`src/rtl/jwa_pkg.sv`:
```
// Package for the jet width accumulator: widths, constants and shared types.
// No dependencies.
package jwa_pkg;
    localparam int PT_W    = 16;
    localparam int ETA_W   = 14;
    localparam int PHI_W   = 13;
    localparam int WIDTH_W = 15;
    localparam int WSUM_W  = 40;
    localparam int PSUM_W  = 25;
    localparam int DR_W    = 15;   // sqrt of up to 16383^2 + 3217^2
    localparam int SQ_W    = 28;
    localparam int FRAC_BITS = 10;
    localparam int DPHI_W  = 15;
    // round(pi * 2^10)
    localparam logic signed [DPHI_W-1:0] PI_Q = 15'sd3217;
    localparam logic [WIDTH_W-1:0] WIDTH_MAX = '1;
    localparam logic [WSUM_W-1:0] WSUM_MAX = '1;
    localparam logic [PSUM_W-1:0] PSUM_MAX = '1;
    localparam int QDEPTH  = 4;
    localparam int QPTR_W  = 2;
    localparam int QUO_W   = 41;   // covers the whole quotient before the clamp
    localparam int DIV_CNT_W = 6;

    typedef struct packed {
        logic [WSUM_W-1:0] wsum;
        logic [PSUM_W-1:0] psum;
        logic              sat;
    } t_jet_sums;

    typedef enum logic [1:0] {
        S_IDLE,
        S_DIV,
        S_OUT
    } t_div_state;
endpackage

```
`src/rtl/jwa_if.sv`:
```


interface jwa_out_if;
    import jwa_pkg::*;
    logic               valid;
    logic               ready;
    logic [WIDTH_W-1:0] jet_width;
    logic               width_valid;
    logic               sum_saturated;
    modport source (output valid, jet_width, width_valid, sum_saturated, input ready);
    modport sink   (input valid, jet_width, width_valid, sum_saturated, output ready);
endinterface

```
`src/rtl/jwa_div.sv`:
```
// Back end: bit-serial restoring divider producing the clamped Q5.10 width.
// Depends on jwa_pkg and jwa_if.
module jwa_div (
    input  logic               i_clk,
    input  logic               i_rst_n,
    input  logic               i_empty,
    input  jwa_pkg::t_jet_sums i_sums,
    output logic               o_pop,
    jwa_out_if.source          out_ch
);
    import jwa_pkg::*;

    t_div_state             r_state, n_state;
    logic [WSUM_W-1:0]      r_num;
    logic [PSUM_W-1:0]      r_den;
    logic [PSUM_W:0]        r_rem;
    logic [QUO_W-1:0]       r_quo;
    logic [DIV_CNT_W-1:0]   r_cnt;
    logic                   r_sat, r_zero;
    logic [PSUM_W+1:0]      shifted;
    logic                   fits;

    // width = (wsum << 10) / (psum << 10) = wsum / psum
    assign shifted = {r_rem, r_num[WSUM_W-1]};
    assign fits = shifted >= (PSUM_W+2)'(r_den);

    always_comb begin
        n_state = r_state;
        unique case (r_state)
            S_IDLE: if (!i_empty) n_state = S_DIV;
            S_DIV:  if (r_cnt == '0) n_state = S_OUT;
            S_OUT:  if (out_ch.ready) n_state = S_IDLE;
            default: n_state = S_IDLE;
        endcase
    end

    always_comb begin
        o_pop = 1'b0;
        out_ch.valid = 1'b0;
        unique case (r_state)
            S_IDLE: o_pop = !i_empty;
            S_OUT:  out_ch.valid = 1'b1;
            default: ;
        endcase
    end

    always_ff @(posedge i_clk) begin
        if (!i_rst_n)
            r_state <= S_IDLE;
        else
            r_state <= n_state;
    end

    always_ff @(posedge i_clk) begin
        if (r_state == S_IDLE) begin
            r_num  <= i_sums.wsum;
            r_den  <= i_sums.psum;
            r_sat  <= i_sums.sat;
            r_zero <= (i_sums.psum == '0);
            r_rem  <= '0;
            r_quo  <= '0;
            r_cnt  <= DIV_CNT_W'(WSUM_W - 1);
        end else if (r_state == S_DIV) begin
            r_num <= r_num << 1;
            r_rem <= fits ? (PSUM_W+1)'(shifted - (PSUM_W+2)'(r_den))
                          : shifted[PSUM_W:0];
            r_quo <= {r_quo[QUO_W-2:0], fits};
            r_cnt <= r_cnt - 1'b1;
        end
    end

    assign out_ch.width_valid   = !r_zero;
    assign out_ch.sum_saturated = r_sat;
    assign out_ch.jet_width     = r_zero ? '0 :
        ((r_quo > QUO_W'(WIDTH_MAX)) ? WIDTH_MAX : r_quo[WIDTH_W-1:0]);
endmodule

```
`src/flat_wrapper.sv`:
```
// flat-port wrapper written by rule: the top's interface ports become plain ports
module jwa_div_flat import jwa_pkg::*;
  (i_clk, i_rst_n, i_empty, i_sums, o_pop, out_ch_valid, out_ch_jet_width, out_ch_width_valid, out_ch_sum_saturated, out_ch_ready);
  jwa_out_if out_ch_i ();
  input  logic i_clk;
  input  logic i_rst_n;
  input  logic i_empty;
  input  jwa_pkg::t_jet_sums i_sums;
  output logic o_pop;
  output wire logic [$bits(out_ch_i.valid)-1:0] out_ch_valid;
  output wire logic [$bits(out_ch_i.jet_width)-1:0] out_ch_jet_width;
  output wire logic [$bits(out_ch_i.width_valid)-1:0] out_ch_width_valid;
  output wire logic [$bits(out_ch_i.sum_saturated)-1:0] out_ch_sum_saturated;
  input wire logic [$bits(out_ch_i.ready)-1:0] out_ch_ready;
  assign out_ch_valid = out_ch_i.valid;
  assign out_ch_jet_width = out_ch_i.jet_width;
  assign out_ch_width_valid = out_ch_i.width_valid;
  assign out_ch_sum_saturated = out_ch_i.sum_saturated;
  assign out_ch_i.ready = out_ch_ready;
  jwa_div u_core (.i_clk(i_clk), .i_rst_n(i_rst_n), .i_empty(i_empty), .i_sums(i_sums), .o_pop(o_pop), .out_ch(out_ch_i));
endmodule
```
`config.mk`:
```
export PLATFORM = sky130hd
export DESIGN_NAME = jwa_div_flat
export DESIGN_NICKNAME = d
export VERILOG_FILES = /design/src/rtl/jwa_pkg.sv /design/src/rtl/jwa_if.sv /design/src/rtl/jwa_div.sv /design/src/flat_wrapper.sv
export SDC_FILE = /design/constraint.sdc
export NUM_CORES = 1
export LEC_CHECK = 0
export BUFFER_PORTS_ARGS = -buffer_cell sky130_fd_sc_hd__buf_2
export CORE_MARGIN = 3
export CORE_UTILIZATION = 60
export CTS_BUF_LIST = sky130_fd_sc_hd__clkbuf_8
export CTS_CLUSTER_DIAMETER = 120
export DETAILED_ROUTE_END_ITERATION = 12
export GPL_TIMING_DRIVEN = 0
export PLACE_DENSITY = 0.83
export SYNTH_ARGS = -nofsm -noshare
export SYNTH_HDL_FRONTEND = slang
export SYNTH_SLANG_ARGS = --single-unit
```
`constraint.sdc`:
```
create_clock -name i_clk -period 3.7 [get_ports i_clk]
set_input_delay 0.74 -clock i_clk [delete_from_list [all_inputs] [get_ports i_clk]]
set_output_delay 0.74 -clock i_clk [all_outputs]
set_load 0.03 [all_outputs]
```
==> impl_metrics.tcl <==
set metrics [dict create \
    status "complete, no violations" \
    cts_sinks 142 \
    grt_pass1_vias 5413 \
    yosys-top-cells-area "edfxtp_1, dfxtp_1, mux2_2" \
    routedWlPerCell_um 16.9 \
    tightest_slew_ps 924 \
    path_delay_family "compound AO/OA/AOI/OAI gates" \
    cts_hold_buf 0 \
    yosys.area.top_type "edfxtp_1" \
    cp-startpoint "u_core.r_num[39]" \
    combPwrFrac_pct 9.5 \
    cp_slowest_cell "edfxtp_1" \
    ys_types 59 \
    avgSynthCellArea_um2 10.2 \
    crit_buf_inv 2 \
    clock_latency_ps 470 \
    critical_path.max_stage_delay_ps 470 \
    cts_buffers 17 \
    endpoint_kind "flip-flop" \
    cap_violations 0 \
    min_period_over_period_pct 87.0 \
    regToRegEndpoint "u_core.r_rem[20]" \
    rrSetupSlack_ps 480 \
    final_common_cell "buf_2" \
    power_density_nw_per_um2 422 \
    cts_root_buf "clkbuf_8" \
    syn-num-nets 778 \
    min-delay-start "i_sums[0]" \
    firstDrtPassIters 5 \
    slew_headroom_pct 38.4 \
    min_period_ps 3220 \
    postPlaceCellArea_um2 7570 \
    r2r-start "u_core.r_num[39]" \
    async_reset_ff_share_pct 0 \
    ios 89 \
    worst-r2r-cell-count 11 \
    antenna_left 0 \
    pwr-share-seq_pct 52.2 \
    viasPerCell 5.94 \
    cts_buffer_depth 2 \
    initial_core_util_pct 62.6 \
    fmax_ghz 0.311 \
    drive_gt1_share_pct 21.8 \
    area_growth_pct 15.1 \
    setup-tns-final_ps 0 \
    ys.warnings.count 0 \
    ys.flop_type "dfxtp_1" \
    design.die.area_um2 12900 \
    drc_errors 0 \
    crit_fanout 4 \
    maxSlewViolCount 0 \
    placementRows 38 \
    crit_top_cell "o21ai_0" \
    cts_resized 0 \
    track_usage_pct 25.7 \
    utilization_pct 72.0 \
    power_mw 3.36 \
    p_leak_nw 3.28 \
    syn_inst 680 \
    grt_pass1_wl_um 26500 \
    hold_end "u_core.out_ch.sum_saturated" \
    peakVddDrop_uv 348 \
    htree_levels 4 \
    final_cell_area_um2 7980 \
    worstSetupPathType "flip-flop to flip-flop" \
    grt_overflow_total 0 \
    drt_iter0_drc 416 \
    clk_pin_slew_ps 80 \
    crit_required_ps 4050 \
    ys_ff_latch 142 \
    clkPwrFrac_pct 38.3 \
    via_count 5593 \
    finClkSkew_ps 12.9 \
    holdWs_ps 440 \
    die_x_um 113 \
    critPathArrivalTime_ps 3570 \
    p_switching_mw 0.798 \
    ys_seq_area_share_pct 50.7 \
    crit_chain "inv_1 > ha_1 > inv_1 > fa_1 > a21o_1 > a221oi_1 > o21ai_0 > a31oi_1 > o21ai_0 > xnor2_1 > o21ai_0" \
    cts_tree "done" \
    gp_congestion 0.954 \
    hold_viol_final 0 \
    nNetsFinal 886 \
    hp-class "input pin to flip-flop" \
    final_cell_mix "buf_2, nand2_1, dfxtp_1, edfxtp_1, o21ai_0" \
    synth-edff-count 67 \
    yosys.area.top_type_share_pct 29.0 \
    wirelength_um 15900 \
    cts_setup_buffers 0 \
    antenna_found_initial 0 \
    port_buffers 88 \
    p_int_mw 2.57 \
    cp-start-kind "flip-flop" \
    core_um2 11100 \
    grt_max_degree 43 \
    min_path_cells 1 \
    finalSetupViolCount 0 \
    diodes 0 \
    grt_setup_unrepaired "false" \
    switching_share_pct 23.7 \
    die_y_um 113 \
    dpl.hpwl_um 11400 \
    syn_area_um2 6930 \
]
synth_stat cells (all sizes together) (5+ instances only):
| cell type | number |
|---|---|
| a21oi | 46 |
| o22ai | 15 |
| nor4 | 14 |
| nand2 | 80 |
| mux2i | 15 |
| nor2 | 18 |
| xnor2 | 17 |
| nand4 | 9 |
| clkbuf | 26 |
| mux2 | 39 |
| and2 | 5 |
| ha | 27 |
| a21o | 8 |
| buf | 10 |
| a22o | 9 |
| edfxtp | 67 |
| o211ai | 5 |
| nor3 | 7 |
| nand3 | 8 |
| dfxtp | 75 |
| o21ai | 61 |
| inv | 50 |
| a32oi | 9 |
power groups by stage:
stage | Combinational, mW | Clock [mW] | Sequential, mW
4_1_cts | 0.317 | 1.31 | 1.76
5_1_grt | 0.349 | 1.37 | 1.76
3_5_place_dp | 0.311 | 0 | 1.79
6_report | 0.318 | 1.29 | 1.76
3_3_place_gp | 0.300 | 0 | 1.79
2_1_floorplan | 0.218 | 0 | 1.78
sequential cells by signal, indices dropped and copies added (netlist names):
| name | cells |
|---|---|
| u_core.out_ch.sum_saturated | 1 |
| u_core.r_cnt | 6 |
| u_core.r_den | 25 |
| u_core.r_num | 40 |
| u_core.r_quo | 41 |
| u_core.r_rem | 26 |
| u_core.r_state | 2 |
| u_core.r_zero | 1 |
layer usage:
layer	vias to the layer above	global-route usage (%)	wire, µm
li1	2711	-	-
met1	2670	32.4	6850
met2	181	41.8	7540
met3	31	8.38	1180
met4	0	8.97	316
met5	-	0	0
how the worst max path moves through the flow:
| stage | to | cells past startpoint |
|---|---|---|
| 5_1_grt | u_core.r_rem[20] | 11 |
| 4_1_cts | out_ch_jet_width[4] | 6 |
| 6_report | u_core.r_rem[20] | 11 |
| 3_3_place_gp | u_core.r_num[35] | 4 |
| 2_1_floorplan | u_core.r_rem[25] | 10 |
| 3_5_place_dp | u_core.r_rem[20] | 11 |
logic make-up after synthesis:
family	synth area share (%)
simple gates	11.2
buf+inv	4.95
fa+ha+maj	5.16
xor+xnor	2.53
mux	8.50
compound gates	17.0
flops	50.7
worst reg2reg max path: cells and delay by family, from the launching register on:
family	cells	cell delay, ps
fa+ha+maj	2	560
xor+xnor	1	220
compound gates	6	1720
buf+inv	2	140
flops	1	470
stage by stage:
step | std cells | setup WS, ps
after detailed placement | 909 | 601
after global routing | 941 | 313
after CTS | 941 | 517
after global placement | 908 | 581
final | 941 | 480
after floorplan | 680 | 1090
final cells by class:
class / count / area, µm²
plain buffers: 36 / 158
fillers: 785 / 3100
clock buffers: 19 / 262
inverters: 50 / 188
clock inverters: 13 / 149
multi-input cells: 452 / 3070
repair buffers: 89 / 460
well taps: 140 / 175
flip-flops and latches: 142 / 3510
No activity file was read; power rests on OpenSTA's default activity.
