==> config.mk <==
export PLATFORM = sky130hd
export DESIGN_NAME = jwa_queue
export DESIGN_NICKNAME = d
export VERILOG_FILES = /design/src/rtl/jwa_pkg.sv /design/src/rtl/jwa_queue.sv
export SDC_FILE = /design/constraint.sdc
export NUM_CORES = 1
export LEC_CHECK = 0
export ABC_CLOCK_PERIOD_IN_PS = 2300
export CORE_MARGIN = 3
export CORE_UTILIZATION = 30
export CTS_CLUSTER_SIZE = 30
export DETAILED_ROUTE_END_ITERATION = 16
export DONT_BUFFER_PORTS = 1
export PLACE_DENSITY_LB_ADDON = 0.08
export RECOVER_POWER = 50
export SYNTH_ARGS = -nofsm -noshare
export SYNTH_HDL_FRONTEND = slang
export SYNTH_SLANG_ARGS = --single-unit
==> constraint.sdc <==
create_clock -name i_clk -period 2.3 [get_ports i_clk]
set_input_delay 0.46 -clock i_clk [delete_from_list [all_inputs] [get_ports i_clk]]
set_output_delay 0.46 -clock i_clk [all_outputs]
set_load 0.02 [all_outputs]
==> src/rtl/jwa_pkg.sv <==
// Package for the jet width accumulator: widths, constants and shared types.
// No dependencies.
package jwa_pkg;
    localparam int PT_W    = 16;
    localparam int ETA_W   = 14;
    localparam int PHI_W   = 13;
    localparam int WIDTH_W = 15;
    localparam int WSUM_W  = 40;
    localparam int PSUM_W  = 25;
    localparam int DR_W    = 15;   // sqrt of up to 16383^2 + 3217^2
    localparam int SQ_W    = 28;
    localparam int FRAC_BITS = 10;
    localparam int DPHI_W  = 15;
    // round(pi * 2^10)
    localparam logic signed [DPHI_W-1:0] PI_Q = 15'sd3217;
    localparam logic [WIDTH_W-1:0] WIDTH_MAX = '1;
    localparam logic [WSUM_W-1:0] WSUM_MAX = '1;
    localparam logic [PSUM_W-1:0] PSUM_MAX = '1;
    localparam int QDEPTH  = 4;
    localparam int QPTR_W  = 2;
    localparam int QUO_W   = 41;   // covers the whole quotient before the clamp
    localparam int DIV_CNT_W = 6;

    typedef struct packed {
        logic [WSUM_W-1:0] wsum;
        logic [PSUM_W-1:0] psum;
        logic              sat;
    } t_jet_sums;

    typedef enum logic [1:0] {
        S_IDLE,
        S_DIV,
        S_OUT
    } t_div_state;
endpackage

==> src/rtl/jwa_queue.sv <==
// Small FIFO of finished jet sums between front and divider.
// Depends on jwa_pkg.
module jwa_queue (
    input  logic               i_clk,
    input  logic               i_rst_n,
    input  logic               i_push,
    input  jwa_pkg::t_jet_sums i_data,
    output logic               o_full,
    input  logic               i_pop,
    output logic               o_empty,
    output jwa_pkg::t_jet_sums o_data
);
    import jwa_pkg::*;

    t_jet_sums         r_mem [QDEPTH];
    logic [QPTR_W-1:0] r_wp, r_rp;
    logic [QPTR_W:0]   r_cnt;

    // leave room for the request in flight; full is flagged one early
    assign o_full  = (r_cnt >= (QPTR_W+1)'(QDEPTH - 1));
    assign o_empty = (r_cnt == '0);
    assign o_data  = r_mem[r_rp];

    always_ff @(posedge i_clk) begin
        if (i_push)
            r_mem[r_wp] <= i_data;
    end

    always_ff @(posedge i_clk) begin
        if (!i_rst_n) begin
            r_wp <= '0;
            r_rp <= '0;
            r_cnt <= '0;
        end else begin
            if (i_push)
                r_wp <= r_wp + 1'b1;
            if (i_pop)
                r_rp <= r_rp + 1'b1;
            r_cnt <= r_cnt + (QPTR_W+1)'(i_push) - (QPTR_W+1)'(i_pop);
        end
    end
endmodule

==> impl_metrics.ini, run 1 <==
[outcome]
status = finished with violations
violations = negative setup slack

[global_routing]
grt_pass1_wl_um = 29500
grt_max_degree = 38
grt.total_usage_pct = 11.0
grt_pass1_vias = 4736
antenna_found_initial = 2
grt-ovfl-total = 0

[floorplanning]
start_util_pct = 30.5
core_um2 = 32600
io_pins = 138
rows = 66
die_h_um = 188
die_x_um = 188
fp.dieArea_um2 = 35400

[clock_network]
clk_path_buf_depth = 3
cts_buffers = 30
clock_latency_ns = 0.53
clock-sinks = 273
cts-root-buf = clkbuf_16
htree_levels = 1
cts_tree = done
path_clk_slew_ns = 0.06

[sta]
slew_viol_final = 0
skew_ns = 0.00492
tightest_slew_ns = 1.05
setup_violations = 52
hold_viol_final = 0
max_freq_mhz = 427
rsz0062_at_grt = yes
max-slew-margin-rel_pct = 30.2
fin_crit_ns = 2.34
fin_crit_sh_pct = 102
whs_ns = 0.0505
timing.final.ws_setup_ns = -0.0398

[drt]
wl_um = 19800
drc_errors = 0
drtAntennaViolNets = 0
drt_iter0_drc = 217
dr.pass1.iters = 4
viasPerCell = 4.45
wl_per_cell_um = 20.6
num_vias = 4271

[pwr]
p_sw_uw = 2570
clkPwrFrac_pct = 37.9
p_int_uw = 8660
seq_power_share_pct = 51.4
p_per_area_nw_per_um2 = 912
peakVddDrop_mv = 0.559
p_comb_share_pct = 10.7
p_leak_uw = 0.00388
p_sw_share_pct = 22.9

[logic_synthesis]
synth.distinct_cells = 20
ys_warn_count = 0
yosys.area.top_type = edfxtp_1
ys_ff_latch = 273
synth_top_cells_by_count = edfxtp_1, mux4_2, dfxtp_1
synth.area.top_cells = edfxtp_1, mux4_2, dfxtp_1
synth_fp_nets = 468
yosysTopAreaCellShare_pct = 79.6
async_flop_share_pct = 0
syn_avg_cell_area_um2 = 25.6
yosysMostFrequentCell = edfxtp_1
synth_area_um2 = 9960
yosysSeqAreaShare_pct = 81.4
synth_ff_type = edfxtp_1
synth_edf_count = 264
syn_inst = 390

[placed_design]
hpwlAfterDp_um = 11200
place_congestion = 0.680
portBuffers = 0
placed_area_um2 = 10600

[critical_path]
cp-start-kind = flop
worstSetupPathType = reg -> out
worstPathArrival_ns = 1.88
crit_required_ns = 1.84
critPathMaxFanout = 15
crit_path_end_kind = output port

[min_path]
holdCritPathClass = in -> reg

[finish]
drive_gt1_share_pct = 25.0
layout.nets = 570
fill_cells = 2961
final_cell_area_um2 = 12300
area_delta_synth_final_pct = 23.7
multi_input_area_um2 = 1730
regArea_um2 = 8120

[job]
maxCapViolCount = 0
sequential cells by signal, indices dropped and copies added, names as in the netlist, named ones only:
register / count
r_mem: 264
r_cnt: 3
r_rp: 2
r_wp: 2
cell usage in the layout (no fill, tap or decap), types with 3 or more instances in the layout:
cell	instances
edfxtp_1	264
clkinv_2	6
buf_4	5
buf_16	3
clkbuf_16	33
and2_1	3
dfxtp_1	7
xnor2_1	3
nor2_1	5
dlygate4sd3_1	66
clkbuf_1	10
and2_4	3
ha_1	7
inv_1	8
buf_12	7
mux4_2	66
clkinv_1	7
critical path: stages, from the launching register on:
cell     delay (ns)
dfxtp_4        0.38
buf_12         0.16
buf_16         0.19
mux4_2         0.60
kinds of logic after synthesis:
family,share of synthesized area (%)
XOR/XNOR,0.264
AO/OA/AOI/OAI,0.201
flip-flops,81.4
buffers and inverters,1.34
multiplexers,15.0
adder cells (fa/ha/maj),1.08
AND/OR/NAND/NOR,0.728
power by group through the flow:
stage / clock [µW] / combinational (µW) / sequential (µW)
2_1_floorplan: 0 / 803 / 5870
3_3_place_gp: 0 / 1030 / 5880
3_5_place_dp: 0 / 1020 / 5900
4_1_cts: 4420 / 1220 / 5780
5_1_grt: 4620 / 1300 / 5800
6_report: 4260 / 1200 / 5780
per-stage QoR:
| stage | util (%) | power (µW) | TNS, ns | worst slack [ns] | std cells |
|---|---|---|---|---|---|
| global route | 37.8 | 11700 | -5.75 | -0.124 | 959 |
| finish | 37.8 | 11200 | -0.824 | -0.0398 | 960 |
| detailed placement | 32.6 | 6920 | 0 | 0.358 | 830 |
| global placement | 32.6 | 6910 | 0 | 0.367 | 830 |
| floorplan | - | 6670 | 0 | 0.495 | 390 |
| CTS | 37.6 | 11400 | -5.17 | -0.120 | 956 |
routing by layer:
layer / part of all wire (%) / vias up / global-route usage, % / wire length (µm)
met4: 2.6 / 0 / 2.89 / 523
met2: 51 / 110 / 19.4 / 10200
met5: 0 / - / 0 / 0
met1: 39 / 2257 / 13.0 / 7820
met3: 6.7 / 32 / 3.74 / 1320
li1: - / 1872 / - / -
final cells by class:
cell class | instances | area share (%)
Clock buffer | 41 | 6.60
Tap cell | 442 | 4.49
Sequential cell | 273 | 65.9
Antenna cell | 2 | 0.0406
Clock inverter | 15 | 0.589
Multi-Input combinational cell | 95 | 14.0
Timing Repair Buffer | 84 | 8.14
Inverter | 8 | 0.244
worst paths after layout:
path | start | end | slack [ns] | depth (start not counted)
worst min-delay path | i_rst_n | r_cnt[0] | 0.05 | 1
worst max-delay path | flop | o_data[34] | -0.04 | 3
worst min register to register | r_rp[0] | flop | 0.54 | 2
worst max register to register | r_wp[0] | r_mem[3][61] | 0.18 | 3
timing repair:
| action | 4_1_cts | 5_1_grt |
|---|---|---|
| hold endpoints to repair | 264 | 0 |
| endpoints found under the setup margin | 59 | 59 |
| resized for setup | 3 | 0 |
| hold buffers | 66 | 0 |
| cloned | 2 | 2 |
| buffers inserted | 2 | 0 |
No activity file was read; power rests on OpenSTA's default activity.
==> run 2, diff against run 1 <==
- CORE_MARGIN: 3 -> unset
==> run 2 against run 1 <==
The run still ends with negative setup slack left. Sequential cell count is the same. Die area shrank 4.2%. Design area up 2.0%. Clock power up 9.4%. Worst setup slack worse by 0.031 ns. First-iteration DRC count decreased by 18%. Via count increased by 0.87%. Maximum frequency down 1.3%. Core utilization increased by 0.75 points. Cell count is 0.83% higher. Largest power group unchanged.
==> impl_metrics.ini, run 2 (synthesized netlist as in run 1, its figures left out) <==
[drt]
viasPerCell = 4.45
drtAntennaViolNets = 0
wl_um = 20300
num_vias = 4308
drt_iter0_drc = 177
drc_errors = 0
dr.pass1.iters = 4
wl_per_cell_um = 21.0

[outcome]
violations = negative setup slack
status = finished with violations

[floorplanning]
fp.dieArea_um2 = 33900
die_h_um = 184
rows = 66
io_pins = 138
start_util_pct = 30.5
core_um2 = 32600
die_x_um = 184

[global_routing]
grt-ovfl-total = 0
grt_pass1_vias = 4821
grt_pass1_wl_um = 30500
antenna_found_initial = 1
grt_max_degree = 35
grt.total_usage_pct = 12.3

[sta]
tightest_slew_ns = 0.643
fin_crit_sh_pct = 103
slew_viol_final = 0
max_freq_mhz = 422
fin_crit_ns = 2.37
timing.final.ws_setup_ns = -0.0706
setup_violations = 36
rsz0062_at_grt = yes
skew_ns = 0.00814
max-slew-margin-rel_pct = 56.8
hold_viol_final = 0

[pwr]
p_comb_share_pct = 10.8
power_uw = 11700
seq_power_share_pct = 49.4
peakVddDrop_mv = 0.508
p_sw_uw = 2610
p_per_area_nw_per_um2 = 931
p_int_uw = 9100
p_leak_uw = 0.00399
clkPwrFrac_pct = 39.8
p_sw_share_pct = 22.3

[clock_network]
clock-sinks = 273
cts_buffers = 30
cts_tree = done
htree_levels = 1
clk_path_buf_depth = 3
cts-root-buf = clkbuf_16
path_clk_slew_ns = 0.06
clock_latency_ns = 0.54

[finish]
top_register = r_mem
layout.nets = 579
reg_top3 = r_mem x264, r_cnt x3
area_delta_synth_final_pct = 26.1
drive_gt1_share_pct = 27.0
largest_register_ffs = 264
final_cell_area_um2 = 12600
final_cell_mix = edfxtp_1, mux4_2, dlygate4sd3_1
layout_commonest_cell = edfxtp_1

[critical_path]
critPathMaxFanout = 7
r2r_cells = 4
cp-start-kind = flop
r2r-start = r_wp[0]
worstPathArrival_ns = 1.91
crit_path_end_kind = output port
r2r_slack_ns = 0.63
crit_required_ns = 1.84
worstSetupPathType = reg -> out
reg2reg_to = r_mem[2][4]
crit_end = o_data[35]

[job]
maxCapViolCount = 0

[min_path]
holdCritPathClass = in -> reg
hp-start = i_rst_n

[placed_design]
hpwlAfterDp_um = 11600
portBuffers = 0
placed_area_um2 = 10700
place_congestion = 0.698
-- run 2: changes by cell type in the layout (fill, tap and decap cells not counted), moves of 2 or more --
| cell | before | now |
|---|---|---|
| buf_12 | 7 | 13 |
| buf_16 | 3 | 5 |
| buf_6 | 0 | 2 |
| bufinv_16 | 0 | 3 |
| clkbuf_8 | 0 | 2 |
| clkinv_1 | 7 | 5 |
-- run 2: what timing repair did --
action / CTS / global route
endpoints found under the hold margin: 264 / 0
buffers inserted: 7 / 0
cloned: 4 / 1
hold buffers: 66 / 0
setup endpoints to repair: 64 / 63
gates resized for setup: 6 / 2
-- run 2: how the worst min path moves through the flow --
stage	endpoint	slack, ns	depth (start not counted)
2_1_floorplan	flop	0.50	2
3_3_place_gp	flop	0.50	2
3_5_place_dp	flop	0.55	2
4_1_cts	r_cnt[0]	0.007	1
5_1_grt	r_cnt[0]	0.02	1
6_report	r_cnt[0]	0.05	1
-- run 2: power groups by stage --
stage	clock network [µW]	registers, µW	logic [µW]
final	4660	5790	1260
after global routing	5010	5810	1360
after CTS	4830	5790	1300
after detailed placement	0	5910	1040
after global placement	0	5900	1020
after floorplan	0	5870	803
-- run 2: per-stage QoR --
step	instances	worst slack (ns)	hold slack, ns	TNS [ns]	util, %
after global placement	833	0.418	0.504	0	32.7
after detailed placement	833	0.392	0.550	0	32.7
final	968	-0.0706	0.0507	-0.897	38.5
after floorplan	390	0.495	0.499	0	-
after CTS	966	-0.124	0.00694	-4.14	38.4
after global routing	967	-0.151	0.0188	-5.81	38.5
-- run 2: layout make-up --
cell class,instances,area [µm²]
inverter,8,30.0
fill,2937,20100
sequential,273,8120
clock inverter,14,139
clock buffer,42,837
tap,442,553
antenna,1,2.50
timing repair buffer,93,1160
multi-input combinational,95,1730
-- run 2: per-layer routing --
layer	part of all wire, %	GRT usage, %
met1	40	14.6
met2	51	21.4
met3	7.8	3.99
met4	1.9	3.37
met5	0	0
-- run 2: worst max-delay path, stage by stage (launching register included) --
cell and delay [ns]:
dfxtp_4 0.39, buf_12 0.12, buf_12 0.11, buf_16 0.14
mux4_2 0.59
